[src/hdl/pdc_pkg.sv]
package pdc_pkg;

  localparam int DISTANCE_WIDTH = 10;
  localparam int ERR_W          = DISTANCE_WIDTH + 1;
  localparam int DIFF_W         = ERR_W + 1;
  localparam int SUM_W          = 18;
  localparam int SMAG_W         = SUM_W - 1;

  localparam int DIST_REG_W = 10;
  localparam int GAIN_W     = 16;
  localparam int DUTY_W     = 10;
  localparam int PER_W      = 10;
  localparam int CFG_DATA_W = 16;
  localparam int CFG_IDX_W  = 3;

  localparam int DUTY_MAX = 999;
  localparam int MS_PER_S = 1000;

  // Q.16 bracket and its parts
  localparam int FRAC_P    = 16;
  localparam int FRAC_I    = 24;
  localparam int DSCALE_SH = 11;  // 256000 = 125 << 11
  localparam int DSCALE_K  = 125;
  localparam int INUM_W    = PER_W + SMAG_W;
  localparam int DEN_W     = GAIN_W + 10;
  localparam int TDD_W     = GAIN_W + DIFF_W;
  localparam int DNUM_W    = TDD_W + 7 + DSCALE_SH;

  localparam int DIV_NUM_W = 52;
  localparam int DIV_DEN_W = DEN_W;
  localparam int DIV_CNT_W = $clog2(DIV_NUM_W + 1);

  localparam int BR_W     = 50;
  localparam int BR_MAG_W = 47;
  localparam int MUL_LO_W = 24;
  localparam int MUL_HI_W = BR_MAG_W - MUL_LO_W;
  localparam int PROD_W   = GAIN_W + MUL_LO_W;
  localparam int ACC_W    = GAIN_W + BR_MAG_W;
  localparam int FIN_W    = ACC_W + 2;
  localparam int OUT_SH   = 24;

  localparam logic signed [BR_W-1:0] BR_SAT = {{(BR_W-47){1'b0}}, 1'b1, 46'b0};

  typedef enum logic [CFG_IDX_W-1:0] {
    REG_TARGET   = 3'd0,
    REG_KP       = 3'd1,
    REG_TI       = 3'd2,
    REG_TD       = 3'd3,
    REG_LIMIT    = 3'd4,
    REG_OFFSET   = 3'd5,
    REG_PERIOD   = 3'd6
  } cfg_reg_e;

  typedef enum logic [3:0] {
    S_IDLE,
    S_CALC,
    S_PREP,
    S_DIV_GO,
    S_DIV_WAIT,
    S_SUM,
    S_MUL_LO,
    S_MUL_HI,
    S_FINAL
  } pdc_state_e;

  typedef struct packed {
    logic take;
    logic calc;
    logic prep;
    logic div_start;
    logic sum;
    logic mul_lo;
    logic mul_hi;
    logic final_wr;
  } pdc_cmd_t;

  typedef struct packed {
    logic div_done;
    logic out_busy;
  } pdc_status_t;

endpackage

[src/hdl/pdc_ifs.sv]
interface pdc_in_if import pdc_pkg::*; ();
  logic                      valid;
  logic                      ready;
  logic [DISTANCE_WIDTH-1:0] measured_distance;

  modport source (output valid, output measured_distance, input ready);
  modport sink   (input valid, input measured_distance, output ready);
endinterface

interface pdc_out_if import pdc_pkg::*; ();
  logic                      valid;
  logic                      ready;
  logic [DUTY_W-1:0]         duty_value;
  logic signed [ERR_W-1:0]   control_error;
  logic [DISTANCE_WIDTH-1:0] distance_echo;

  modport source (output valid, output duty_value, output control_error,
                  output distance_echo, input ready);
  modport sink   (input valid, input duty_value, input control_error,
                  input distance_echo, output ready);
endinterface

[src/hdl/pdc_divider.sv]
module pdc_divider import pdc_pkg::*; (
  input  logic                 clk_i,
  input  logic                 rst_ni,
  input  logic                 start_i,
  input  logic [DIV_NUM_W-1:0] dividend_i,
  input  logic [DIV_DEN_W-1:0] divisor_i,
  output logic                 done_o,
  output logic [DIV_NUM_W-1:0] quotient_o
);

  logic [DIV_CNT_W-1:0] cnt_q;
  logic                 done_q;
  logic [DIV_DEN_W-1:0] rem_q;
  logic [DIV_DEN_W-1:0] div_q;
  logic [DIV_NUM_W-1:0] quo_q;

  logic [DIV_DEN_W:0]   rem_sh;
  logic                 fits;
  logic [DIV_DEN_W-1:0] rem_nx;

  // restoring step: one quotient bit a cycle, shifted in behind the dividend
  assign rem_sh = {rem_q, quo_q[DIV_NUM_W-1]};
  assign fits   = rem_sh >= {1'b0, div_q};
  assign rem_nx = fits ? DIV_DEN_W'(rem_sh - {1'b0, div_q}) : DIV_DEN_W'(rem_sh);

  always_ff @(posedge clk_i or negedge rst_ni) begin
    if (!rst_ni) begin
      cnt_q  <= '0;
      done_q <= 1'b0;
    end else begin
      done_q <= (cnt_q == DIV_CNT_W'(1));
      if (start_i) begin
        cnt_q <= DIV_CNT_W'(DIV_NUM_W);
      end else if (cnt_q != '0) begin
        cnt_q <= cnt_q - DIV_CNT_W'(1);
      end
    end
  end

  always_ff @(posedge clk_i) begin
    if (start_i) begin
      rem_q <= '0;
      quo_q <= dividend_i;
      div_q <= divisor_i;
    end else if (cnt_q != '0) begin
      rem_q <= rem_nx;
      quo_q <= {quo_q[DIV_NUM_W-2:0], fits};
    end
  end

  assign done_o     = done_q;
  assign quotient_o = quo_q;

  a_start_idle: assert property (@(posedge clk_i) disable iff (!rst_ni)
    start_i |-> cnt_q == '0)
    else $error("divider started while busy");

  a_done_last: assert property (@(posedge clk_i) disable iff (!rst_ni)
    (cnt_q == DIV_CNT_W'(1)) |=> done_q)
    else $error("divider done missing after last step");

  a_rem_bound: assert property (@(posedge clk_i) disable iff (!rst_ni)
    (cnt_q != '0) |-> rem_q < div_q)
    else $error("partial remainder not below divisor");

endmodule

[src/hdl/pdc_datapath.sv]
module pdc_datapath import pdc_pkg::*; (
  input  logic                       clk_i,
  input  logic                       rst_ni,
  input  logic                       cfg_we_i,
  input  logic [CFG_IDX_W-1:0]       cfg_idx_i,
  input  logic [CFG_DATA_W-1:0]      cfg_data_i,
  input  logic [DISTANCE_WIDTH-1:0]  dist_i,
  input  logic                       out_ready_i,
  input  pdc_cmd_t                   cmd_i,
  output pdc_status_t                status_o,
  output logic                       out_valid_o,
  output logic [DUTY_W-1:0]          duty_o,
  output logic signed [ERR_W-1:0]    err_o,
  output logic [DISTANCE_WIDTH-1:0]  echo_o
);

  // configuration
  logic [DIST_REG_W-1:0] tgt_q;
  logic [GAIN_W-1:0]     kp_q, ti_q, td_q, lim_q;
  logic [DUTY_W-1:0]     off_q;
  logic [PER_W-1:0]      per_q;

  // controller state
  logic signed [SUM_W-1:0] sum_q;
  logic signed [ERR_W-1:0] prev_q;

  // working registers
  logic [DISTANCE_WIDTH-1:0] dist_q;
  logic signed [ERR_W-1:0]   err_q;
  logic signed [DIFF_W-1:0]  diff_q;
  logic [INUM_W-1:0]         inum_q;
  logic [DEN_W-1:0]          den_q;
  logic [TDD_W-1:0]          tdd_q;
  logic [PER_W-1:0]          per_eff_q;
  logic                      isgn_q, dsgn_q;
  logic [BR_MAG_W-1:0]       br_mag_q;
  logic                      br_neg_q;
  logic [ACC_W-1:0]          acc_q;

  // output register
  logic                      out_valid_q;
  logic [DUTY_W-1:0]         duty_q;
  logic signed [ERR_W-1:0]   err_out_q;
  logic [DISTANCE_WIDTH-1:0] echo_q;

  always_ff @(posedge clk_i or negedge rst_ni) begin
    if (!rst_ni) begin
      tgt_q <= '0;
      kp_q  <= GAIN_W'(256);
      ti_q  <= GAIN_W'(256);
      td_q  <= '0;
      lim_q <= GAIN_W'(1000);
      off_q <= DUTY_W'(500);
      per_q <= PER_W'(50);
    end else if (cfg_we_i) begin
      case (cfg_reg_e'(cfg_idx_i))
        REG_TARGET: tgt_q <= DIST_REG_W'(cfg_data_i);
        REG_KP:     kp_q  <= GAIN_W'(cfg_data_i);
        REG_TI:     ti_q  <= GAIN_W'(cfg_data_i);
        REG_TD:     td_q  <= GAIN_W'(cfg_data_i);
        REG_LIMIT:  lim_q <= GAIN_W'(cfg_data_i);
        REG_OFFSET: off_q <= DUTY_W'(cfg_data_i);
        REG_PERIOD: per_q <= PER_W'(cfg_data_i);
        default: ;
      endcase
    end
  end

  // error, clamped sum and difference
  logic [DISTANCE_WIDTH-1:0] tgt_m;
  logic signed [ERR_W-1:0]   e_d;
  logic signed [SUM_W:0]     sum_ext, lim_s;
  logic signed [SUM_W-1:0]   sum_d;
  logic signed [DIFF_W-1:0]  diff_d;

  assign tgt_m   = DISTANCE_WIDTH'(tgt_q);
  assign e_d     = $signed({1'b0, tgt_m}) - $signed({1'b0, dist_q});
  assign sum_ext = (SUM_W+1)'(sum_q) + (SUM_W+1)'(e_d);
  assign lim_s   = $signed((SUM_W+1)'(lim_q));
  assign diff_d  = DIFF_W'(prev_q) - DIFF_W'(e_d);

  always_comb begin
    if (sum_ext > lim_s) begin
      sum_d = SUM_W'(lim_s);
    end else if (sum_ext < -lim_s) begin
      sum_d = SUM_W'(-lim_s);
    end else begin
      sum_d = SUM_W'(sum_ext);
    end
  end

  always_ff @(posedge clk_i or negedge rst_ni) begin
    if (!rst_ni) begin
      sum_q  <= '0;
      prev_q <= '0;
    end else if (cmd_i.calc) begin
      sum_q  <= sum_d;
      prev_q <= e_d;
    end
  end

  // operands of the two divisions
  logic [SMAG_W-1:0] s_mag;
  logic [DIFF_W-1:0] d_mag;
  logic [PER_W-1:0]  per_eff;
  logic [GAIN_W-1:0] ti_eff;

  assign s_mag   = sum_q[SUM_W-1] ? SMAG_W'(-sum_q) : SMAG_W'(sum_q);
  assign d_mag   = diff_q[DIFF_W-1] ? DIFF_W'(-diff_q) : DIFF_W'(diff_q);
  assign per_eff = (per_q == '0) ? PER_W'(1) : per_q;
  assign ti_eff  = (ti_q == '0) ? GAIN_W'(1) : ti_q;

  logic [DNUM_W-1:0]    dnum;
  logic [DIV_NUM_W-1:0] idiv_num, ddiv_num, iq, dq;
  logic                 idone, ddone;

  assign dnum     = DNUM_W'((DNUM_W'(tdd_q) * DNUM_W'(DSCALE_K)) << DSCALE_SH);
  assign idiv_num = DIV_NUM_W'(DIV_NUM_W'(inum_q) << FRAC_I);
  assign ddiv_num = DIV_NUM_W'(dnum);

  pdc_divider u_idiv (
    .clk_i      (clk_i),
    .rst_ni     (rst_ni),
    .start_i    (cmd_i.div_start),
    .dividend_i (idiv_num),
    .divisor_i  (den_q),
    .done_o     (idone),
    .quotient_o (iq)
  );

  pdc_divider u_ddiv (
    .clk_i      (clk_i),
    .rst_ni     (rst_ni),
    .start_i    (cmd_i.div_start),
    .dividend_i (ddiv_num),
    .divisor_i  (DIV_DEN_W'(per_eff_q)),
    .done_o     (ddone),
    .quotient_o (dq)
  );

  // bracket, saturated to +-2^46
  logic signed [BR_W-1:0] p_term, i_term, d_term, br, br_sat;

  assign p_term = BR_W'(err_q) <<< FRAC_P;
  assign i_term = isgn_q ? -$signed(BR_W'(iq)) : $signed(BR_W'(iq));
  assign d_term = dsgn_q ? -$signed(BR_W'(dq)) : $signed(BR_W'(dq));
  assign br     = p_term + i_term + d_term;

  always_comb begin
    if (br > BR_SAT) begin
      br_sat = BR_SAT;
    end else if (br < -BR_SAT) begin
      br_sat = -BR_SAT;
    end else begin
      br_sat = br;
    end
  end

  // Kp times bracket magnitude in two halves on one multiplier
  logic [MUL_LO_W-1:0] mul_op;
  logic [PROD_W-1:0]   prod;

  assign mul_op = cmd_i.mul_hi ? MUL_LO_W'(br_mag_q[BR_MAG_W-1:MUL_LO_W])
                               : br_mag_q[MUL_LO_W-1:0];
  assign prod   = PROD_W'(kp_q) * PROD_W'(mul_op);

  // drive: (offset << 24 -+ product) >> 24, clamped
  logic [FIN_W-1:0]  off_sh, accx, fin, fin_q;
  logic              fin_neg;
  logic [DUTY_W-1:0] duty_d;

  assign off_sh  = FIN_W'(off_q) << OUT_SH;
  assign accx    = FIN_W'(acc_q);
  assign fin     = br_neg_q ? off_sh + accx : off_sh - accx;
  assign fin_neg = !br_neg_q && (accx > off_sh);
  assign fin_q   = fin >> OUT_SH;
  assign duty_d  = fin_neg ? '0
                 : (fin_q > FIN_W'(DUTY_MAX)) ? DUTY_W'(DUTY_MAX) : DUTY_W'(fin_q);

  always_ff @(posedge clk_i) begin
    if (cmd_i.take) begin
      dist_q <= dist_i;
    end
    if (cmd_i.calc) begin
      err_q  <= e_d;
      diff_q <= diff_d;
    end
    if (cmd_i.prep) begin
      inum_q    <= INUM_W'(per_eff) * INUM_W'(s_mag);
      den_q     <= DEN_W'(ti_eff) * DEN_W'(MS_PER_S);
      tdd_q     <= TDD_W'(td_q) * TDD_W'(d_mag);
      per_eff_q <= per_eff;
      isgn_q    <= sum_q[SUM_W-1];
      dsgn_q    <= diff_q[DIFF_W-1];
    end
    if (cmd_i.sum) begin
      br_neg_q <= br_sat[BR_W-1];
      br_mag_q <= br_sat[BR_W-1] ? BR_MAG_W'(-br_sat) : BR_MAG_W'(br_sat);
    end
    if (cmd_i.mul_lo) begin
      acc_q <= ACC_W'(prod);
    end else if (cmd_i.mul_hi) begin
      acc_q <= acc_q + ACC_W'(ACC_W'(prod) << MUL_LO_W);
    end
    if (cmd_i.final_wr) begin
      duty_q    <= duty_d;
      err_out_q <= err_q;
      echo_q    <= dist_q;
    end
  end

  always_ff @(posedge clk_i or negedge rst_ni) begin
    if (!rst_ni) begin
      out_valid_q <= 1'b0;
    end else if (cmd_i.final_wr) begin
      out_valid_q <= 1'b1;
    end else if (out_ready_i) begin
      out_valid_q <= 1'b0;
    end
  end

  assign status_o.div_done = idone & ddone;
  assign status_o.out_busy = out_valid_q & ~out_ready_i;

  assign out_valid_o = out_valid_q;
  assign duty_o      = duty_q;
  assign err_o       = err_out_q;
  assign echo_o      = echo_q;

endmodule

[src/hdl/pdc_ctrl.sv]
module pdc_ctrl import pdc_pkg::*; (
  input  logic        clk_i,
  input  logic        rst_ni,
  input  logic        in_valid_i,
  input  pdc_status_t status_i,
  output logic        in_ready_o,
  output pdc_cmd_t    cmd_o
);

  pdc_state_e state_q, state_d;

  always_ff @(posedge clk_i or negedge rst_ni) begin
    if (!rst_ni) begin
      state_q <= S_IDLE;
    end else begin
      state_q <= state_d;
    end
  end

  always_comb begin
    state_d = state_q;
    case (state_q)
      S_IDLE:     if (in_valid_i) state_d = S_CALC;
      S_CALC:     state_d = S_PREP;
      S_PREP:     state_d = S_DIV_GO;
      S_DIV_GO:   state_d = S_DIV_WAIT;
      S_DIV_WAIT: if (status_i.div_done) state_d = S_SUM;
      S_SUM:      state_d = S_MUL_LO;
      S_MUL_LO:   state_d = S_MUL_HI;
      S_MUL_HI:   state_d = S_FINAL;
      S_FINAL:    if (!status_i.out_busy) state_d = S_IDLE;
      default:    state_d = S_IDLE;
    endcase
  end

  always_comb begin
    cmd_o      = '0;
    in_ready_o = 1'b0;
    case (state_q)
      S_IDLE: begin
        in_ready_o = 1'b1;
        cmd_o.take = in_valid_i;
      end
      S_CALC:   cmd_o.calc = 1'b1;
      S_PREP:   cmd_o.prep = 1'b1;
      S_DIV_GO: cmd_o.div_start = 1'b1;
      S_SUM:    cmd_o.sum = 1'b1;
      S_MUL_LO: cmd_o.mul_lo = 1'b1;
      S_MUL_HI: cmd_o.mul_hi = 1'b1;
      // result waits here while the previous item is still unclaimed
      S_FINAL:  cmd_o.final_wr = !status_i.out_busy;
      default: ;
    endcase
  end

endmodule

[src/hdl/pid_duty_controller_top.sv]
// One item is worked on at a time: a new item is taken only once the previous
// result is in the output register. The integral and derivative terms come from
// 52-step radix-2 dividers that run side by side.
// A new item may be taken while the previous result still waits at the output.
// Reset (rst_ni low, asynchronous) restores register defaults, clears the error
// sum and previous error, and empties the output.
module pid_duty_controller_top import pdc_pkg::*; (
  input  logic                  clk_i,
  input  logic                  rst_ni,
  input  logic                  cfg_we_i,
  input  logic [CFG_IDX_W-1:0]  cfg_idx_i,
  input  logic [CFG_DATA_W-1:0] cfg_data_i,
  pdc_in_if.sink                in_i,
  pdc_out_if.source             out_o
);

  pdc_cmd_t    cmd;
  pdc_status_t status;
  logic        in_ready;

  pdc_ctrl u_ctrl (
    .clk_i      (clk_i),
    .rst_ni     (rst_ni),
    .in_valid_i (in_i.valid),
    .status_i   (status),
    .in_ready_o (in_ready),
    .cmd_o      (cmd)
  );

  pdc_datapath u_dp (
    .clk_i       (clk_i),
    .rst_ni      (rst_ni),
    .cfg_we_i    (cfg_we_i),
    .cfg_idx_i   (cfg_idx_i),
    .cfg_data_i  (cfg_data_i),
    .dist_i      (in_i.measured_distance),
    .out_ready_i (out_o.ready),
    .cmd_i       (cmd),
    .status_o    (status),
    .out_valid_o (out_o.valid),
    .duty_o      (out_o.duty_value),
    .err_o       (out_o.control_error),
    .echo_o      (out_o.distance_echo)
  );

  assign in_i.ready = in_ready;

endmodule

[src/flat_wrapper.sv]
// flat-port wrapper written by rule: the top's interface ports become plain ports
module pid_duty_controller_top_flat import pdc_pkg::*;
  (clk_i, rst_ni, cfg_we_i, cfg_idx_i, cfg_data_i, in_i_valid, in_i_measured_distance, in_i_ready, out_o_valid, out_o_duty_value, out_o_control_error, out_o_distance_echo, out_o_ready);
  pdc_in_if in_i_i ();
  pdc_out_if out_o_i ();
  input  logic clk_i;
  input  logic rst_ni;
  input  logic cfg_we_i;
  input  logic [CFG_IDX_W-1:0] cfg_idx_i;
  input  logic [CFG_DATA_W-1:0] cfg_data_i;
  input wire logic [$bits(in_i_i.valid)-1:0] in_i_valid;
  input wire logic [$bits(in_i_i.measured_distance)-1:0] in_i_measured_distance;
  output wire logic [$bits(in_i_i.ready)-1:0] in_i_ready;
  output wire logic [$bits(out_o_i.valid)-1:0] out_o_valid;
  output wire logic [$bits(out_o_i.duty_value)-1:0] out_o_duty_value;
  output wire logic [$bits(out_o_i.control_error)-1:0] out_o_control_error;
  output wire logic [$bits(out_o_i.distance_echo)-1:0] out_o_distance_echo;
  input wire logic [$bits(out_o_i.ready)-1:0] out_o_ready;
  assign in_i_i.valid = in_i_valid;
  assign in_i_i.measured_distance = in_i_measured_distance;
  assign in_i_ready = in_i_i.ready;
  assign out_o_valid = out_o_i.valid;
  assign out_o_duty_value = out_o_i.duty_value;
  assign out_o_control_error = out_o_i.control_error;
  assign out_o_distance_echo = out_o_i.distance_echo;
  assign out_o_i.ready = out_o_ready;
  pid_duty_controller_top u_core (.clk_i(clk_i), .rst_ni(rst_ni), .cfg_we_i(cfg_we_i), .cfg_idx_i(cfg_idx_i), .cfg_data_i(cfg_data_i), .in_i(in_i_i), .out_o(out_o_i));
endmodule
[config.mk]
export PLATFORM = sky130hd
export DESIGN_NAME = pid_duty_controller_top_flat
export DESIGN_NICKNAME = d
export VERILOG_FILES = /design/src/hdl/pdc_pkg.sv /design/src/hdl/pdc_ifs.sv /design/src/hdl/pdc_divider.sv /design/src/hdl/pdc_datapath.sv /design/src/hdl/pdc_ctrl.sv /design/src/hdl/pid_duty_controller_top.sv /design/src/flat_wrapper.sv
export SDC_FILE = /design/constraint.sdc
export NUM_CORES = 2
export LEC_CHECK = 0
export BUFFER_PORTS_ARGS = -buffer_cell sky130_fd_sc_hd__buf_2
export CORE_UTILIZATION = 55
export CTS_BUF_LIST = sky130_fd_sc_hd__clkbuf_16
export DETAILED_ROUTE_END_ITERATION = 10
export PLACE_DENSITY = 0.71
export RECOVER_POWER = 100
export SYNTH_ARGS = -nofsm -noshare
export SYNTH_HDL_FRONTEND = slang
export SYNTH_SLANG_ARGS = --single-unit
[constraint.sdc]
create_clock -name clk_i -period 12.8 [get_ports clk_i]
set_clock_uncertainty 0.05 [all_clocks]
set_input_delay 1.28 -clock clk_i [delete_from_list [all_inputs] [get_ports clk_i]]
set_output_delay 1.28 -clock clk_i [all_outputs]
set_load 0.005 [all_outputs]
==> impl_metrics.yaml <==
floorplanning:
  dieWidth_um: 354
  core_area_um2: 122000
  pin_count: 67
  die_y_um: 354
  start_util_pct: 55.7
  rows: 128
  die-area_um2: 125000
global_routing:
  gr-usage-all-layers_pct: 27.7
  antenna_found_initial: 3
  grt_pass1_vias: 52300
  grt_pass1_wl_um: 280000
  grt_max_degree: 97
  gr-total-overflow: 0
setup_path:
  crit_required_ns: 13.13
  critPathMaxStageDelay_ns: 1.14
  path_class: "flop to flop"
  cp-end-kind: "flop"
  crit_slowest_cell: "a2111oi_0"
  critPathMaxFanout: 23
  crit_arrival_ns: 12.27
  cp-start-kind: "flop"
  crit_path_frequent_cell: "ha_1"
logic_synthesis:
  synth_top_family_by_area: "adder cells"
  synth.most_common_cell: "nand2_1"
  yosysWarningCount: 0
  synth_area_leaders: "fa_1, edfxtp_1, ha_1"
  yosys.area.top_type: "fa_1"
  synthArstFlopShare_pct: 23.8
  syn_avg_cell_area_um2: 9.17
  synth-seq-area-share_pct: 23.6
  yosys.area.top_type_share_pct: 22.3
  synth_compound_area_share_pct: 12.0
  syn-num-nets: 8833
  synthCells: 7420
  synth_cell_type_count: 95
  synth_area_um2: 68000
  synth_seq_cells: 596
  synth_adder_area_share_pct: 33.7
  synth_xor_area_share_pct: 5.70
  ys.flop_type: "edfxtp_1"
  synth-edff-count: 337
  synth_top_cells_by_count: "nand2_1, inv_1, fa_1"
  synth_mux_area_share_pct: 1.38
  synth-simple-area-share_pct: 16.6
placed_design:
  dpl.hpwl_um: 134000
  port_buffers: 66
  place_area_um2: 69900
  place_congestion: 0.914
  placed_cells: 8893
timing:
  min_period_ns: 11.94
  hold_violations: 0
  max_slew_margin_pct: -198
  setup_viol: 0
  rsz0062_at_grt: "false"
  fmax_mhz: 83.8
  report.final.slew_viol_count: 788
  setup_tns_ns: 0
  finalCritPeriodShare_pct: 93.3
  worstMarginPinSlew_ns: 4.47
clocking:
  cts_max_path_buffers: 3
  cts_tree: "done"
  clk_pin_slew_ns: 0.06
  cts_buffers: 70
  cts-root-buf: "clkbuf_16"
  insertion_delay_ns: 0.67
  htreeDepth: 3
  cts.sinks: 596
final_layout:
  n_fill_cell: 10600
  stdcell_area_um2: 72100
  drive_gt1_share_pct: 4.59
  fin_cells: 9030
  finalNetCount: 8758
  area_delta_synth_final_pct: 5.92
drt:
  antenna_left: 0
  routed_wl_um: 170000
  drt_pass1_iterations: 6
  drc: 0
  num_vias: 52100
  wl_per_cell_um: 18.9
  drtIter0Drc: 3894
  vias_per_cell: 5.77
status:
  outcome: "complete, but fails checks"
  failed_checks: "max-capacitance violations, max-slew violations"
hold_path:
  hp-class: "flop to flop"
flow_run:
  maxCapViolCount: 19
what timing repair did:
action,CTS,global route
endpoints found under the setup margin,0,1
resized for setup,0,0
hold buffers,0,0
setup buffers,0,5
metal layers:
layer | GRT usage [%] | vias to the layer above | part of all wire, %
met4 | 7.99 | 2 | 2.7
met3 | 3.16 | 257 | 6.4
met1 | 38.5 | 25700 | 44
met5 | 0 | - | 0.0076
met2 | 45.7 | 1635 | 47
li1 | - | 24600 | -
kinds of logic (layout without fill, tap and decap cells):
family / Yosys count / count (layout)
xor gates and xnor gates: 442 / 442
buffers and inverters: 1247 / 1230
AOI/OAI and AO/OA: 1290 / 1290
adders and majority gates: 1379 / 1379
muxes: 85 / 85
DFF: 596 / 596
other: 0 / 2
and+or+nand+nor: 2381 / 2381
critical path, delay by kind of cell, from the launching register on:
kind            cells  cell delay, ns
simple gates       12            4.23
buf+inv             2            0.92
fa+ha+maj           4            1.70
compound gates     10            4.16
flops               1            0.37
xor+xnor            1            0.23
path summary, 6_finish.rpt:
| path | from | end | slack [ns] | depth (start not counted) |
|---|---|---|---|---|
| max in group asynchronous | rst_ni | u_core.u_dp.u_idiv.cnt_q[3] | 5.68 | 2 |
| min in group asynchronous | rst_ni | u_core.u_dp.ti_q[5] | 2.14 | 1 |
| max | u_core.u_dp.u_idiv.quotient_o[12] | u_core.u_dp.br_mag_q[30] | 0.86 | 29 |
| max reg2reg | u_core.u_dp.u_idiv.quotient_o[12] | u_core.u_dp.br_mag_q[30] | 0.86 | 29 |
| min | u_core.u_dp.per_eff_q[4] | u_core.u_dp.u_ddiv.div_q[4] | 0.37 | 0 |
| min reg2reg | u_core.u_dp.per_eff_q[4] | u_core.u_dp.u_ddiv.div_q[4] | 0.37 | 0 |
registers in the layout, indices dropped and copies added (netlist names), 11 cells and up:
name,cells
u_core.u_dp.den_q,23
u_core.u_dp.err_o,11
u_core.u_dp.u_idiv.div_q,23
u_core.u_dp.sum_q,18
u_core.u_dp.tdd_q,28
u_core.u_dp.td_q,16
u_core.u_dp.acc_q,63
u_core.u_dp.br_mag_q,47
u_core.u_dp.err_q,11
u_core.u_dp.inum_q,27
u_core.u_dp.u_ddiv.quotient_o,52
u_core.u_dp.u_ddiv.rem_q,26
u_core.u_dp.prev_q,11
u_core.u_dp.lim_q,16
u_core.u_dp.u_idiv.quotient_o,52
u_core.u_dp.kp_q,16
u_core.u_dp.diff_q,12
u_core.u_dp.ti_q,16
u_core.u_dp.u_idiv.rem_q,26
metrics by stage:
step,hold slack (ns),setup slack (ns),util (%)
global placement,0.352,1.03,57.2
detailed placement,0.355,0.731,57.2
floorplan,0.350,2.48,-
global route,0.371,0.203,59.0
finish,0.367,0.860,59.0
CTS,0.368,0.690,59.1
cell usage in the layout (no fill, tap or decap), types with 125 or more instances in the layout:
cell,instances
and2_1,255
edfxtp_1,337
nand2_1,1079
xnor2_1,266
dfrtp_1,125
nor2_1,309
o21ai_0,369
fa_1,759
xor2_1,174
inv_1,981
ha_1,620
a21oi_1,330
layout make-up:
type                       instances  area [µm²]  share of cell area [%]
antenna                            2        5.00                 0.00695
clock buffer                      74        1850                    2.57
clock inverter                    56         488                   0.677
inverter                         966        3630                    5.04
multi-input combinational       5577       47300                    65.6
sequential                       596       16000                    22.3
tap                             1625        2030                    2.82
timing repair buffer             134         723                    1.00
Power is left out: the tool's default activity adds up to more than one toggle a clock period on the data nets, which glitch-free logic cannot reach.
